==> src/design/sbalu_pkg.sv <==
`timescale 1ns / 1ps

package sbalu_pkg;

  localparam int DATA_W      = 8;
  localparam int CMD_W       = 3;
  localparam int QUEUE_DEPTH = 2;

  typedef enum logic [CMD_W-1:0] {
    CMD_ADD = 3'd0,
    CMD_SUB = 3'd1,
    CMD_MUL = 3'd2,
    CMD_DIV = 3'd3,
    CMD_MOD = 3'd4
  } cmd_e;

  typedef struct packed {
    logic [CMD_W-1:0]         cmd;
    logic signed [DATA_W-1:0] operand_a;
    logic signed [DATA_W-1:0] operand_b;
  } in_t;

  typedef struct packed {
    logic signed [DATA_W-1:0] result_value;
    logic                     divide_by_zero;
  } out_t;

  // classified beat handed from front to back
  typedef struct packed {
    cmd_e              cmd;
    logic              neg;
    logic              dz;
    logic [DATA_W-1:0] a;
    logic [DATA_W-1:0] b;
    logic [DATA_W-1:0] ma;
    logic [DATA_W-1:0] mb;
  } item_t;

endpackage

==> src/design/sbalu_front.sv <==
`timescale 1ns / 1ps

module sbalu_front (
  input  logic            clk,
  input  logic            rst,
  input  logic            in_valid,
  output logic            in_ready,
  input  sbalu_pkg::in_t  in_data,
  output logic            item_valid,
  input  logic            item_ready,
  output sbalu_pkg::item_t item
);

  localparam int W = sbalu_pkg::DATA_W;

  sbalu_pkg::item_t item_next;
  logic             a_neg;
  logic             b_neg;
  logic [W-1:0]     mb;

  function automatic logic [W-1:0] mag(input logic [W-1:0] x);
    return x[W-1] ? W'(~x + 1'b1) : x;
  endfunction

  assign a_neg    = in_data.operand_a[W-1];
  assign b_neg    = in_data.operand_b[W-1];
  assign mb       = mag(in_data.operand_b);
  assign in_ready = !item_valid || item_ready;

  always_comb begin
    item_next     = '0;
    item_next.cmd = sbalu_pkg::cmd_e'(in_data.cmd);
    item_next.a   = in_data.operand_a;
    item_next.b   = in_data.operand_b;
    item_next.ma  = mag(in_data.operand_a);
    item_next.mb  = mb;
    unique case (sbalu_pkg::cmd_e'(in_data.cmd))
      sbalu_pkg::CMD_MUL: begin
        item_next.neg = a_neg ^ b_neg;
      end
      sbalu_pkg::CMD_DIV: begin
        item_next.neg = a_neg ^ b_neg;
        item_next.dz  = (mb == '0);
      end
      sbalu_pkg::CMD_MOD: begin
        item_next.dz  = (mb == '0);
      end
      default: begin
        item_next.neg = 1'b0;
      end
    endcase
  end

  always_ff @(posedge clk) begin
    if (rst) begin
      item_valid <= 1'b0;
    end else if (in_ready) begin
      item_valid <= in_valid;
    end
  end

  always_ff @(posedge clk) begin
    if (in_valid && in_ready) begin
      item <= item_next;
    end
  end

endmodule

==> src/design/sbalu_queue.sv <==
`timescale 1ns / 1ps

module sbalu_queue #(
  parameter int DEPTH = sbalu_pkg::QUEUE_DEPTH
) (
  input  logic             clk,
  input  logic             rst,
  input  logic             push_valid,
  output logic             push_ready,
  input  sbalu_pkg::item_t push_item,
  output logic             pop_valid,
  input  logic             pop_ready,
  output sbalu_pkg::item_t pop_item
);

  localparam int PW = (DEPTH > 1) ? $clog2(DEPTH) : 1;
  localparam int CW = $clog2(DEPTH + 1);

  sbalu_pkg::item_t mem [DEPTH];
  logic [PW-1:0]    wr_ptr;
  logic [PW-1:0]    rd_ptr;
  logic [CW-1:0]    count;
  logic             push;
  logic             pop;

  assign push_ready = (count != CW'(DEPTH));
  assign pop_valid  = (count != '0);
  assign pop_item   = mem[rd_ptr];
  assign push       = push_valid && push_ready;
  assign pop        = pop_valid && pop_ready;

  always_ff @(posedge clk) begin
    if (rst) begin
      wr_ptr <= '0;
      rd_ptr <= '0;
      count  <= '0;
    end else begin
      if (push) begin
        wr_ptr <= (wr_ptr == PW'(DEPTH - 1)) ? '0 : PW'(wr_ptr + 1'b1);
      end
      if (pop) begin
        rd_ptr <= (rd_ptr == PW'(DEPTH - 1)) ? '0 : PW'(rd_ptr + 1'b1);
      end
      if (push && !pop) begin
        count <= CW'(count + 1'b1);
      end else if (pop && !push) begin
        count <= CW'(count - 1'b1);
      end
    end
  end

  always_ff @(posedge clk) begin
    if (push) begin
      mem[wr_ptr] <= push_item;
    end
  end

endmodule

==> src/design/sbalu_back.sv <==
`timescale 1ns / 1ps

module sbalu_back (
  input  logic             clk,
  input  logic             rst,
  input  logic             in_valid,
  output logic             in_ready,
  input  sbalu_pkg::item_t item,
  output logic             out_valid,
  input  logic             out_ready,
  output sbalu_pkg::out_t  out_data
);

  localparam int W  = sbalu_pkg::DATA_W;
  localparam int NS = sbalu_pkg::DATA_W;

  typedef struct packed {
    sbalu_pkg::cmd_e cmd;
    logic            neg;
    logic            dz;
    logic [W-1:0]    a;
    logic [W-1:0]    b;
    logic [W-1:0]    mb;
    logic [W-1:0]    rem;
    logic [W-1:0]    quo;
    logic [W-1:0]    prod;
  } stage_t;

  stage_t        st [NS+1];
  stage_t        st0_next;
  logic [NS:0]   vld;
  logic          en;

  function automatic logic [W-1:0] negate_if(input logic [W-1:0] v, input logic neg);
    return neg ? W'(~v + 1'b1) : v;
  endfunction

  // one restoring step: shift in the next dividend bit, subtract if it fits
  function automatic stage_t div_step(input stage_t s);
    stage_t       r;
    logic [W-1:0] trial;
    logic         take;
    r     = s;
    trial = {s.rem[W-2:0], s.quo[W-1]};
    take  = (trial >= s.mb);
    r.rem = take ? W'(trial - s.mb) : trial;
    r.quo = {s.quo[W-2:0], take};
    return r;
  endfunction

  function automatic sbalu_pkg::out_t finish(input stage_t s);
    sbalu_pkg::out_t o;
    o                = '0;
    o.divide_by_zero = s.dz;
    unique case (s.cmd)
      sbalu_pkg::CMD_ADD: o.result_value = W'(s.a + s.b);
      sbalu_pkg::CMD_SUB: o.result_value = W'(s.a - s.b);
      sbalu_pkg::CMD_MUL: o.result_value = negate_if(s.prod, s.neg);
      sbalu_pkg::CMD_DIV: o.result_value = negate_if(s.quo, s.neg);
      sbalu_pkg::CMD_MOD: o.result_value = s.rem;
      default:            o.result_value = '0;
    endcase
    return o;
  endfunction

  assign en       = !out_valid || out_ready;
  assign in_ready = en;

  always_comb begin
    st0_next      = '0;
    st0_next.cmd  = item.cmd;
    st0_next.neg  = item.neg;
    st0_next.dz   = item.dz;
    st0_next.a    = item.a;
    st0_next.b    = item.b;
    st0_next.mb   = item.mb;
    st0_next.rem  = '0;
    st0_next.quo  = item.ma;
    st0_next.prod = W'(item.ma * item.mb);
  end

  always_ff @(posedge clk) begin
    if (rst) begin
      vld       <= '0;
      out_valid <= 1'b0;
    end else if (en) begin
      vld       <= {vld[NS-1:0], in_valid};
      out_valid <= vld[NS];
    end
  end

  always_ff @(posedge clk) begin
    if (en) begin
      st[0] <= st0_next;
      for (int k = 1; k <= NS; k++) begin
        st[k] <= div_step(st[k-1]);
      end
      out_data <= finish(st[NS]);
    end
  end

endmodule

==> src/design/signed_byte_alu_mul_div_top.sv <==
// an input beat passes the front register, the queue, the divider stages and the output register
// throughput: one beat per cycle while the output is not stalled; the divider is one restoring step per pipeline stage
// the front register and the queue absorb a stalled back end, which freezes as a whole
// reset: synchronous, clears all valid bits, queue pointers and counts
// after reset in_ready is high, so the block takes a beat straight away
`timescale 1ns / 1ps

module signed_byte_alu_mul_div_top #(
  parameter int QUEUE_DEPTH = sbalu_pkg::QUEUE_DEPTH
) (
  input  logic            clk,
  input  logic            rst,
  input  logic            in_valid,
  output logic            in_ready,
  input  sbalu_pkg::in_t  in_data,
  output logic            out_valid,
  input  logic            out_ready,
  output sbalu_pkg::out_t out_data
);

  sbalu_pkg::item_t fr_item;
  sbalu_pkg::item_t q_item;
  logic             fr_valid;
  logic             fr_ready;
  logic             q_valid;
  logic             q_ready;

  sbalu_front u_front (
    .clk        (clk),
    .rst        (rst),
    .in_valid   (in_valid),
    .in_ready   (in_ready),
    .in_data    (in_data),
    .item_valid (fr_valid),
    .item_ready (fr_ready),
    .item       (fr_item)
  );

  sbalu_queue #(
    .DEPTH (QUEUE_DEPTH)
  ) u_queue (
    .clk        (clk),
    .rst        (rst),
    .push_valid (fr_valid),
    .push_ready (fr_ready),
    .push_item  (fr_item),
    .pop_valid  (q_valid),
    .pop_ready  (q_ready),
    .pop_item   (q_item)
  );

  sbalu_back u_back (
    .clk       (clk),
    .rst       (rst),
    .in_valid  (q_valid),
    .in_ready  (q_ready),
    .item      (q_item),
    .out_valid (out_valid),
    .out_ready (out_ready),
    .out_data  (out_data)
  );

endmodule

==> config.mk <==
export PLATFORM = sky130hd
export DESIGN_NAME = signed_byte_alu_mul_div_top
export DESIGN_NICKNAME = d
export VERILOG_FILES = /design/src/design/sbalu_pkg.sv /design/src/design/sbalu_front.sv /design/src/design/sbalu_queue.sv /design/src/design/sbalu_back.sv /design/src/design/signed_byte_alu_mul_div_top.sv
export SDC_FILE = /design/constraint.sdc
export NUM_CORES = 1
export LEC_CHECK = 0
export BUFFER_PORTS_ARGS = -buffer_cell sky130_fd_sc_hd__buf_4
export CORE_UTILIZATION = 60
export DETAILED_ROUTE_END_ITERATION = 12
export PLACE_DENSITY_LB_ADDON = 0.2
export SYNTH_ARGS = -nofsm -noshare
export SYNTH_HDL_FRONTEND = slang
export SYNTH_SLANG_ARGS = --single-unit
==> constraint.sdc <==
create_clock -name clk -period 19.38 [get_ports clk]
set_clock_uncertainty 0.1 [all_clocks]
set_input_delay 1.938 -clock clk [delete_from_list [all_inputs] [get_ports clk]]
set_output_delay 1.938 -clock clk [all_outputs]
set_load 0.01 [all_outputs]
Word level (Yosys, flattened, before mapping). Memories as Yosys holds them, arrays and structs flattened. A register that Yosys moved wholly into a read port is not among the register bits. Index checks and enable logic that the tools add are counted.

Add/subtract/negate cells: 18. $mul: 1. Div/mod/pow operators: 0. Magnitude comparators: 8. Equality and inequality tests: 8. Shifts and indexed selects: 0. Mux-type cells: 23. Bitwise operators: 5. Reduce and logical (&&, ||, !) cells: 17.

Operators with widths (count): $mux 8 (11); $sub 8x8->8 (9); $ge 8x8->1 (8); $pmux 8 s5 (1); $add 8x1->8 const B (4); $not 8->8 (4); $eq 3x2->1 const B (4); $add 8x8->8 (1); $logic_not 8->1 (1); $mul 8x8->8 (1); $mux 1 (8); $mux 7 (1); $eq 3x3->1 const B (2); $logic_and 1x1->1 (5); $logic_not 1->1 (4); $mux 2 (2); $reduce_bool 2->1 (2); $reduce_or 2->1 (2); $eq 3x1->1 const B (1); $logic_not 3->1 (1); $add 1x1->1 const B (2); $add 2x1->2 const B (1); $logic_or 1x1->1 (2); $ne 2x2->1 const B (1); 2 further kinds (2).

Register bits: 61. Bits in latches: 0. RAM bits: 551. Bits in read-only memories: 0. Output and inout bits: 11. Word-level logic and storage cells: 98. Memories kept: 2.

Memory list: u_back.st (words 9, bits a word 53, read ports 9, clocked after memory_dff 0, write ports 9, RTL line sbalu_back.sv:29) `stage_t st [NS+1];`; u_queue.mem (words 2, bits a word 37, read ports 1, clocked after memory_dff 1, write ports 1, RTL line sbalu_queue.sv:19) `sbalu_pkg::item_t mem [DEPTH];`.

Depth between registers and ports, before layout. Gate-level depths: netlist of run 1.

Depth after elaboration: 6. Depth in mapped cells: 19. Depth with buffers taken out: 17.

Modules after synthesis. From an unflattened synthesis of run 1, not the netlist that was laid out.

Cell total of the unflattened synthesis: 1443. Area, all modules: 23815.3 µm².

Modules (own cells, without submodules): sbalu_back (instances 1, cells each 1210, area each 19449.9 µm²); sbalu_queue (instances 1, cells each 139, area each 2889.0 µm²); sbalu_front (instances 1, cells each 94, area each 1476.4 µm²).

Least setup slack after synthesis of run 1. OpenSTA, ideal clock, no wires.

Path type: input to register. Start point: input out_ready. End point: register u_queue.count[1]. Arrival: 14329 ps. Slack: 4881 ps. Stages on the path: 6. Path buffers: 0. Path through: nor2b_1 -> clkinv_1 -> o21ai_0 -> ha_1 -> or3_1 -> a21oi_1.

Longest elaborated chain between the ends: 5.

Ends and longest elaborated chain: start, declared (RTL line signed_byte_alu_mul_div_top.sv:17) `input logic out_ready,`; $logic_or 1x1->1 (*) (RTL line sbalu_back.sv:66) `assign en = !out_valid || out_ready;`; $logic_and 1x1->1 (*) (RTL line sbalu_queue.sv:30) `assign pop = pop_valid && pop_ready;`; $logic_not 1->1 (RTL line sbalu_queue.sv:44) `if (push && !pop) begin`; $logic_and 1x1->1 (RTL line sbalu_queue.sv:44); $mux 2 / $reduce_bool 2->1 (equally long branches); end signal, assigned (RTL line sbalu_queue.sv:45) `count <= CW'(count + 1'b1);`; end signal, assigned (RTL line sbalu_queue.sv:47) `count <= CW'(count - 1'b1);`; end, declared (RTL line sbalu_queue.sv:22) `logic [CW-1:0] count;`.

Every way passes the cells marked *; elsewhere a longest branch is shown, timed or not. A chain may end at the register's enable or synchronous reset.

==> results.tsv, run 1 <==
stage	metric	value	unit
global_routing	GRT Resource Usage Total	16.57	%
routing	via count	10820	
outcome	outcome	complete, no violations	
critical_path	R2R Setup Slk	14.29	ns
synthesis	synthesis-stage register bit count	568	
clock_network	cts repair resizes	0	
power	Design Power	4078	µW
global_routing	GRT busiest layer	met2	
critical_path	startpoint types	register	
clock_network	hold_buf cts	0	
routing	drt first pass iters	5	
timing	Max Slew Vio Count	0	
power	Peak VDD IR	0.09225	mV
synthesis	post-synthesis cell area	22920	µm²
synthesis	area share of the largest cell type after synthesis	72.33	%
final_layout	most frequent cells in the layout	edfxtp_1 (552), inv_1 (139), nor2_1 (89)	
place	gp weighted congestion	0.8380	
global_routing	global routing usage on met2	30.43	%
global_routing	largest net degree at the start of global routing	227	
floorplan	row cnt	71	
global_routing	initial antenna violation count	0	
floorplan	die width	197.4	µm
synthesis	synth warn	0	
flow_run	max-cap viol count	0	
timing	final hold violations	0	
timing	post-route setup TNS	0	ns
clock_network	Clk pin slew, worst setup/hold paths	0.06	ns
clock_network	Clock Sinks	568	
routing	Post-Route WL	31.62	mm
synthesis	Mapped Cells	1414	
synthesis	syn avg cell area	16.21	µm²
place	post-DP HPWL	19.94	mm
timing	headroom to the max-slew limit	28.69	%
clock_network	total CTS buffers	54	
timing	f_max	0.1966	GHz
timing	final period utilization	26.25	%
synthesis	Yosys top cell by area	edfxtp_1	
clock_network	worst skew pair latency	0.60	ns
final_layout	Area growth, synth to finish	11.48	%
global_routing	grt met3 use	3.432	%
clock_network	H-tree depth	2	
critical_path	CP max FO	41	
synthesis	EDFF count, synth	552	
critical_path	worst setup path class	reg2reg	
synthesis	register area share after synthesis	73.73	%
floorplan	IO Pins	34	
routing	vias per inst	5.287	
floorplan	CORE AREA	37670	µm²
final_layout	leading cell type in the layout, fill and taps excluded	edfxtp_1	
final_layout	n_diodes	0	
min_path	hold wc startpoint	u_back.st[0][373]	
floorplan	Initial Util	60.84	%
synthesis	ranking of synthesized cells by area	edfxtp_1 (72%), ha_1 (4.8%), mux2_2 (2.5%)	
power	pwr/cell area	159.6	nW/µm²
place	Port Buffers	33	
global_routing	first-pass GRT wire length	50.54	mm
min_path	Worst Hold Depth	0	
final_layout	layout cells sized above 1	12.83	%
routing	Antenna Nets Post-Route	0	
final_layout	Final #Nets	1623	
clock_network	CTS tree	built	
synthesis	syn_nets	1544	
critical_path	nature of the critical path endpoint	register	
power	reported leakage power	0.009904	µW
timing	final setup vio count	0	
critical_path	Reg2Reg Depth	17	
routing	Post-route DRC	0	
clock_network	CTS max path bufs	3	
routing	routed len/inst	15.45	µm
critical_path	Worst R2R End	u_back.st[0][7]	
floorplan	die area	38980	µm²
critical_path	Critical Path AT	5.33	ns
global_routing	vias in the first global route	10650	
clock_network	post-CTS setup buffer count	0	
routing	iteration-0 DRC count of the detailed router	544	
synthesis	asr flop ratio synth	0	%
global_routing	met1 usage	18.50	%
timing	Worst Max-Slew Pin Slew	1.070	ns
global_routing	total grt overflow	0	
synthesis	Yosys cell types	67	
floorplan	Die H	197.4	µm
min_path	worst hold path class	reg2reg	
timing	unrepaired setup endpoints after global routing	false	
min_path	worst hold endpoint	u_back.st[1][2]	
critical_path	Critical Path RT	19.62	ns
timing	Period minus WS final	5.087	ns
synthesis	top_reg_cell synth	edfxtp_1	
clock_network	Root Driver	clkbuf_16	
-- Yosys cell counts, types with 5 or more instances --
cell and instances:
a311oi_1 6, o21ai_0 35, mux2_2 51, or4_1 8, dfxtp_1 16, a21oi_1 41
nor2b_1 24, mux2i_1 22, a21boi_1 6, fa_1 20, nor3_1 11, or2_2 6
edfxtp_1 552, nand4_1 7, o221ai_1 5, or3_1 7, nand2b_1 12, nand3_1 15
nor4b_1 6, o211ai_1 6, nor2_1 90, o21ai_1 13, mux2i_2 5, inv_1 139
clkbuf_1 8, ha_1 87, xor2_1 16, a21boi_0 9, o31ai_1 13, xnor2_1 48
nand2_1 65
-- critical path, cell delays in order, from the launching register on --
cell	delay (ns)
dfxtp_2	0.98
nor2b_1	0.14
a21oi_1	0.55
inv_1	0.16
nand2_1	0.14
fa_1	0.18
inv_1	0.05
fa_1	0.48
ha_1	0.29
inv_1	0.05
fa_1	0.53
inv_1	0.05
ha_1	0.35
a21o_1	0.20
a21oi_1	0.18
xnor2_1	0.16
xnor2_1	0.15
xnor2_1	0.09
-- registers in the layout, indices dropped and copies added, names as in the netlist, named ones only --
| signal | flops |
|---|---|
| u_back.st | 438 |
| u_queue.mem | 70 |
| u_front.item | 35 |
| u_back.out_data | 9 |
| u_back.vld | 9 |
| u_queue.count | 2 |
| u_back.out_valid | 1 |
| u_front.item_valid | 1 |
| u_queue.rd_ptr | 1 |
| u_queue.wr_ptr | 1 |
-- power breakdown --
group,internal (µW),switching [µW],total (µW)
Sequential,1810,155,1960
Combinational,502,578,1080
Clock,596,438,1030
-- metrics by stage --
stage | hold WS (ns) | cells | worst slack, ns | area [µm²] | utilization, %
6_report | 0.3026 | 2047 | 14.29 | 25550 | 67.82
4_1_cts | 0.3039 | 2047 | 14.36 | 25550 | 67.82
3_5_place_dp | 0.3045 | 1948 | 14.41 | 23770 | 63.09
3_3_place_gp | 0.3004 | 1948 | 14.50 | 23770 | 63.09
2_1_floorplan | 0.3003 | 1414 | 4.881 | 22920 | -
5_1_grt | 0.3055 | 2047 | 13.95 | 25550 | 67.82
-- cell families after synthesis --
group	count (synthesis)	share of synthesized area, %
AOI/OAI and AO/OA	170	4.985
xor gates and xnor gates	64	2.446
adders and majority gates	107	6.497
buffers and inverters	155	2.724
DFF	568	73.73
muxes	78	3.767
and+or+nand+nor	272	5.848
-- metal layers --
metal	wire length [µm]	vias to the layer above	part of all wire, %
li1	-	5383	-
met1	12780	5209	40
met2	16750	163	53
met3	1068	67	3.4
met4	1020	0	3.2
met5	0	-	0
-- cell type report --
class / count / area [µm²]
sequential: 568 / 16900
fill: 2483 / 12120
multi-input combinational: 691 / 5398
clock buffer: 62 / 1381
tap: 511 / 639.4
inverter: 140 / 533.0
clock inverter: 37 / 399.1
timing repair buffer: 38 / 297.8
-- worst max path at each step --
| stage | from | endpoint | slack [ns] | cells after the start |
|---|---|---|---|---|
| finish | register | u_back.st[0][7] | 14.29 | 17 |
| global route | register | u_back.st[0][7] | 13.95 | 17 |
| global placement | register | u_back.st[0][7] | 14.50 | 15 |
| CTS | register | u_back.st[0][7] | 14.36 | 17 |
| floorplan | out_ready | u_queue.count[1] | 4.88 | 6 |
| detailed placement | register | u_back.st[0][7] | 14.41 | 17 |
No activity file was read; power rests on OpenSTA's default activity.
==> run 2: changes to the inputs <==
==> constraint.sdc (replaced) <==
create_clock -name clk -period 5.3 [get_ports clk]
set_clock_uncertainty 0.1 [all_clocks]
set_input_delay 0.53 -clock clk [delete_from_list [all_inputs] [get_ports clk]]
set_output_delay 0.53 -clock clk [all_outputs]
set_load 0.01 [all_outputs]
==> results.tsv, run 2 (synthesis results as in run 1) <==
stage	metric	value	unit	change
floorplan	Die H	197.4	µm	unchanged
timing	final hold violations	0		unchanged
clock_network	post-CTS setup buffer count	0		unchanged
critical_path	worst setup path class	reg2reg		unchanged
outcome	outcome	complete, no violations		unchanged
place	DP Area	23810	µm²	was 23770 µm²
final_layout	n_diodes	0		unchanged
global_routing	initial antenna violation count	0		unchanged
final_layout	Largest register FFs	438		unchanged
global_routing	total grt overflow	0		unchanged
timing	final period utilization	86.38	%	was 26.25%
power	pwr/cell area	586.9	nW/µm²	was 159.6 nW/µm²
global_routing	largest net degree at the start of global routing	169		was 227
power	part of the power in registers	47.5	%	was 48.1%
routing	Antenna Nets Post-Route	0		unchanged
place	placed cells	1951		was 1948
clock_network	total CTS buffers	54		unchanged
clock_network	Root Driver	clkbuf_16		unchanged
global_routing	first-pass GRT wire length	52.76	mm	was 50.54 mm
timing	final setup vio count	0		unchanged
critical_path	CP max FO	22		was 41
global_routing	vias in the first global route	10850		was 10650
final_layout	Biggest register	u_back.st		unchanged
clock_network	worst skew pair latency	0.60	ns	about the same
floorplan	IO Pins	34		unchanged
power	Peak VDD IR	0.3199	mV	was 0.09225 mV
final_layout	Area growth, synth to finish	12.10	%	was 11.48%
routing	drt first pass iters	5		unchanged
final_layout	final instance area	25690	µm²	was 25550 µm²
final_layout	Cell Count, Final, Fillers Out	2053		was 2047
routing	Post-Route WL	32.49	mm	was 31.62 mm
timing	Period minus WS final	4.578	ns	was 5.087 ns
power	reported leakage power	0.009995	µW	was 0.009904 µW
place	gp weighted congestion	0.8460		was 0.8380
power	clock share of power	26.3	%	was 25.4%
critical_path	Critical Path RT	5.55	ns	was 19.62 ns
timing	headroom to the max-slew limit	42.49	%	was 28.69%
routing	Post-route DRC	0		unchanged
global_routing	GRT Resource Usage Total	17.35	%	was 16.57%
min_path	worst hold path class	in2reg		was reg2reg
clock_network	Clock Sinks	568		unchanged
routing	iteration-0 DRC count of the detailed router	628		was 544
flow_run	max-cap viol count	0		unchanged
final_layout	most frequent cells in the layout	edfxtp_1 (552), inv_1 (139), nor2_1 (89)		unchanged
routing	routed len/inst	15.83	µm	was 15.45 µm
final_layout	Util after Layout	68.20	%	was 67.82%
timing	Max Slew Vio Count	0		unchanged
final_layout	Final #Nets	1628		was 1623
final_layout	layout cells sized above 1	13.36	%	was 12.83%
critical_path	startpoint types	register		unchanged
final_layout	Regs by FF count	u_back.st x438, u_queue.mem x70, u_front.item x35		unchanged
final_layout	FF/Latch Area	16900	µm²	unchanged
final_layout	fillers	2483		unchanged
clock_network	H-tree depth	2		unchanged
clock_network	CTS max path bufs	3		unchanged
floorplan	Initial Util	60.84	%	unchanged
floorplan	CORE AREA	37670	µm²	unchanged
timing	Worst Max-Slew Pin Slew	0.8627	ns	was 1.070 ns
place	pre-CTS setup slack	0.7624	ns	was 14.41 ns
timing	post-route setup TNS	0	ns	unchanged
power	P_int	10800	µW	was 2906 µW
place	Port Buffers	33		unchanged
routing	vias per inst	5.255		was 5.287
clock_network	CTS tree	built		unchanged
power	switching power	4280	µW	was 1172 µW
critical_path	Reg2Reg Depth	15		was 17
floorplan	die width	197.4	µm	unchanged
place	post-DP HPWL	20.43	mm	was 19.94 mm
critical_path	Critical Path AT	4.83	ns	was 5.33 ns
min_path	Worst Hold Depth	1		was 0
floorplan	die area	38980	µm²	unchanged
power	Net Sw Frac	28.38	%	was 28.73%
timing	PnR worst setup slack	0.7217	ns	was 14.29 ns
power	Logic pwr share	26.1	%	was 26.5%
final_layout	multi-input logic area	5398	µm²	unchanged
critical_path	nature of the critical path endpoint	register		unchanged
clock_network	Clk pin slew, worst setup/hold paths	0.06	ns	about the same
timing	f_max	0.2184	GHz	was 0.1966 GHz
timing	unrepaired setup endpoints after global routing	false		unchanged
routing	via count	10790		was 10820
final_layout	leading cell type in the layout, fill and taps excluded	edfxtp_1		unchanged
floorplan	row cnt	71		unchanged
[run 2: cell count changes in the layout (fill, tap and decap cells not counted), sizes merged]
cell	before	now
buf	38	41
bufinv	6	8
clkbuf	62	66
clkinv	26	21
clkinvlp	4	1
dlygate4sd3	0	2
inv	141	144
[run 2: area by class of cell]
cell class,count,share of cell area [%]
Clock buffer,66,5.674
Clock inverter,34,1.578
Inverter,140,2.148
Multi-Input combinational cell,691,21.01
Sequential cell,568,65.78
Tap cell,511,2.489
Timing Repair Buffer,43,1.325
[run 2: through the flow]
stage,total power (µW),hold WS (ns)
after global placement,10980,0.3008
after CTS,15220,0.0003208
final,15080,0.03360
after floorplan,10180,0.3003
after detailed placement,11160,0.3045
after global routing,15970,0.002325
[run 2: worst max-delay path: stages, from the launching register on]
cell and delay, ns:
dfxtp_2 0.67, nor2b_1 0.12, a21oi_1 0.47, nor2_1 0.09
ha_1 0.24, fa_1 0.48, ha_1 0.29, inv_1 0.05
fa_1 0.53, inv_1 0.07, fa_1 0.47, a21o_1 0.19
a21oi_1 0.17, xnor2_1 0.15, xnor2_1 0.15, xnor2_1 0.09
[run 2: per-layer routing]
layer | share of wire [%] | vias to the layer above | global-route usage (%)
met5 | 0 | - | 0
met1 | 41 | 5168 | 20.18
met2 | 52 | 161 | 31.31
li1 | - | 5400 | -
met4 | 2.9 | 0 | 6.747
met3 | 3.5 | 60 | 3.722
[run 2: what timing repair did]
item | CTS | global route
endpoints found under the hold margin | 2 | 0
hold buffers | 2 | 0
resized for setup | 0 | 0
[run 2: path summary, 6_finish.rpt]
path              slack, ns           endpoint         startpoint
setup reg to reg       0.72    u_back.st[0][7]           register
hold / removal         0.03   u_front.item[21]         in_data[5]
hold reg to reg        0.31  u_back.st[0][423]  u_back.st[0][370]
setup / recovery       0.72    u_back.st[0][7]           register
[run 2: power by group through the flow]
| stage | Sequential, µW | Clock, µW | Combinational (µW) |
|---|---|---|---|
| global route | 7310 | 4230 | 4430 |
| global placement | 7180 | 0 | 3800 |
| floorplan | 7010 | 0 | 3170 |
| finish | 7170 | 3970 | 3940 |
| CTS | 7190 | 4060 | 3960 |
| detailed placement | 7240 | 0 | 3910 |
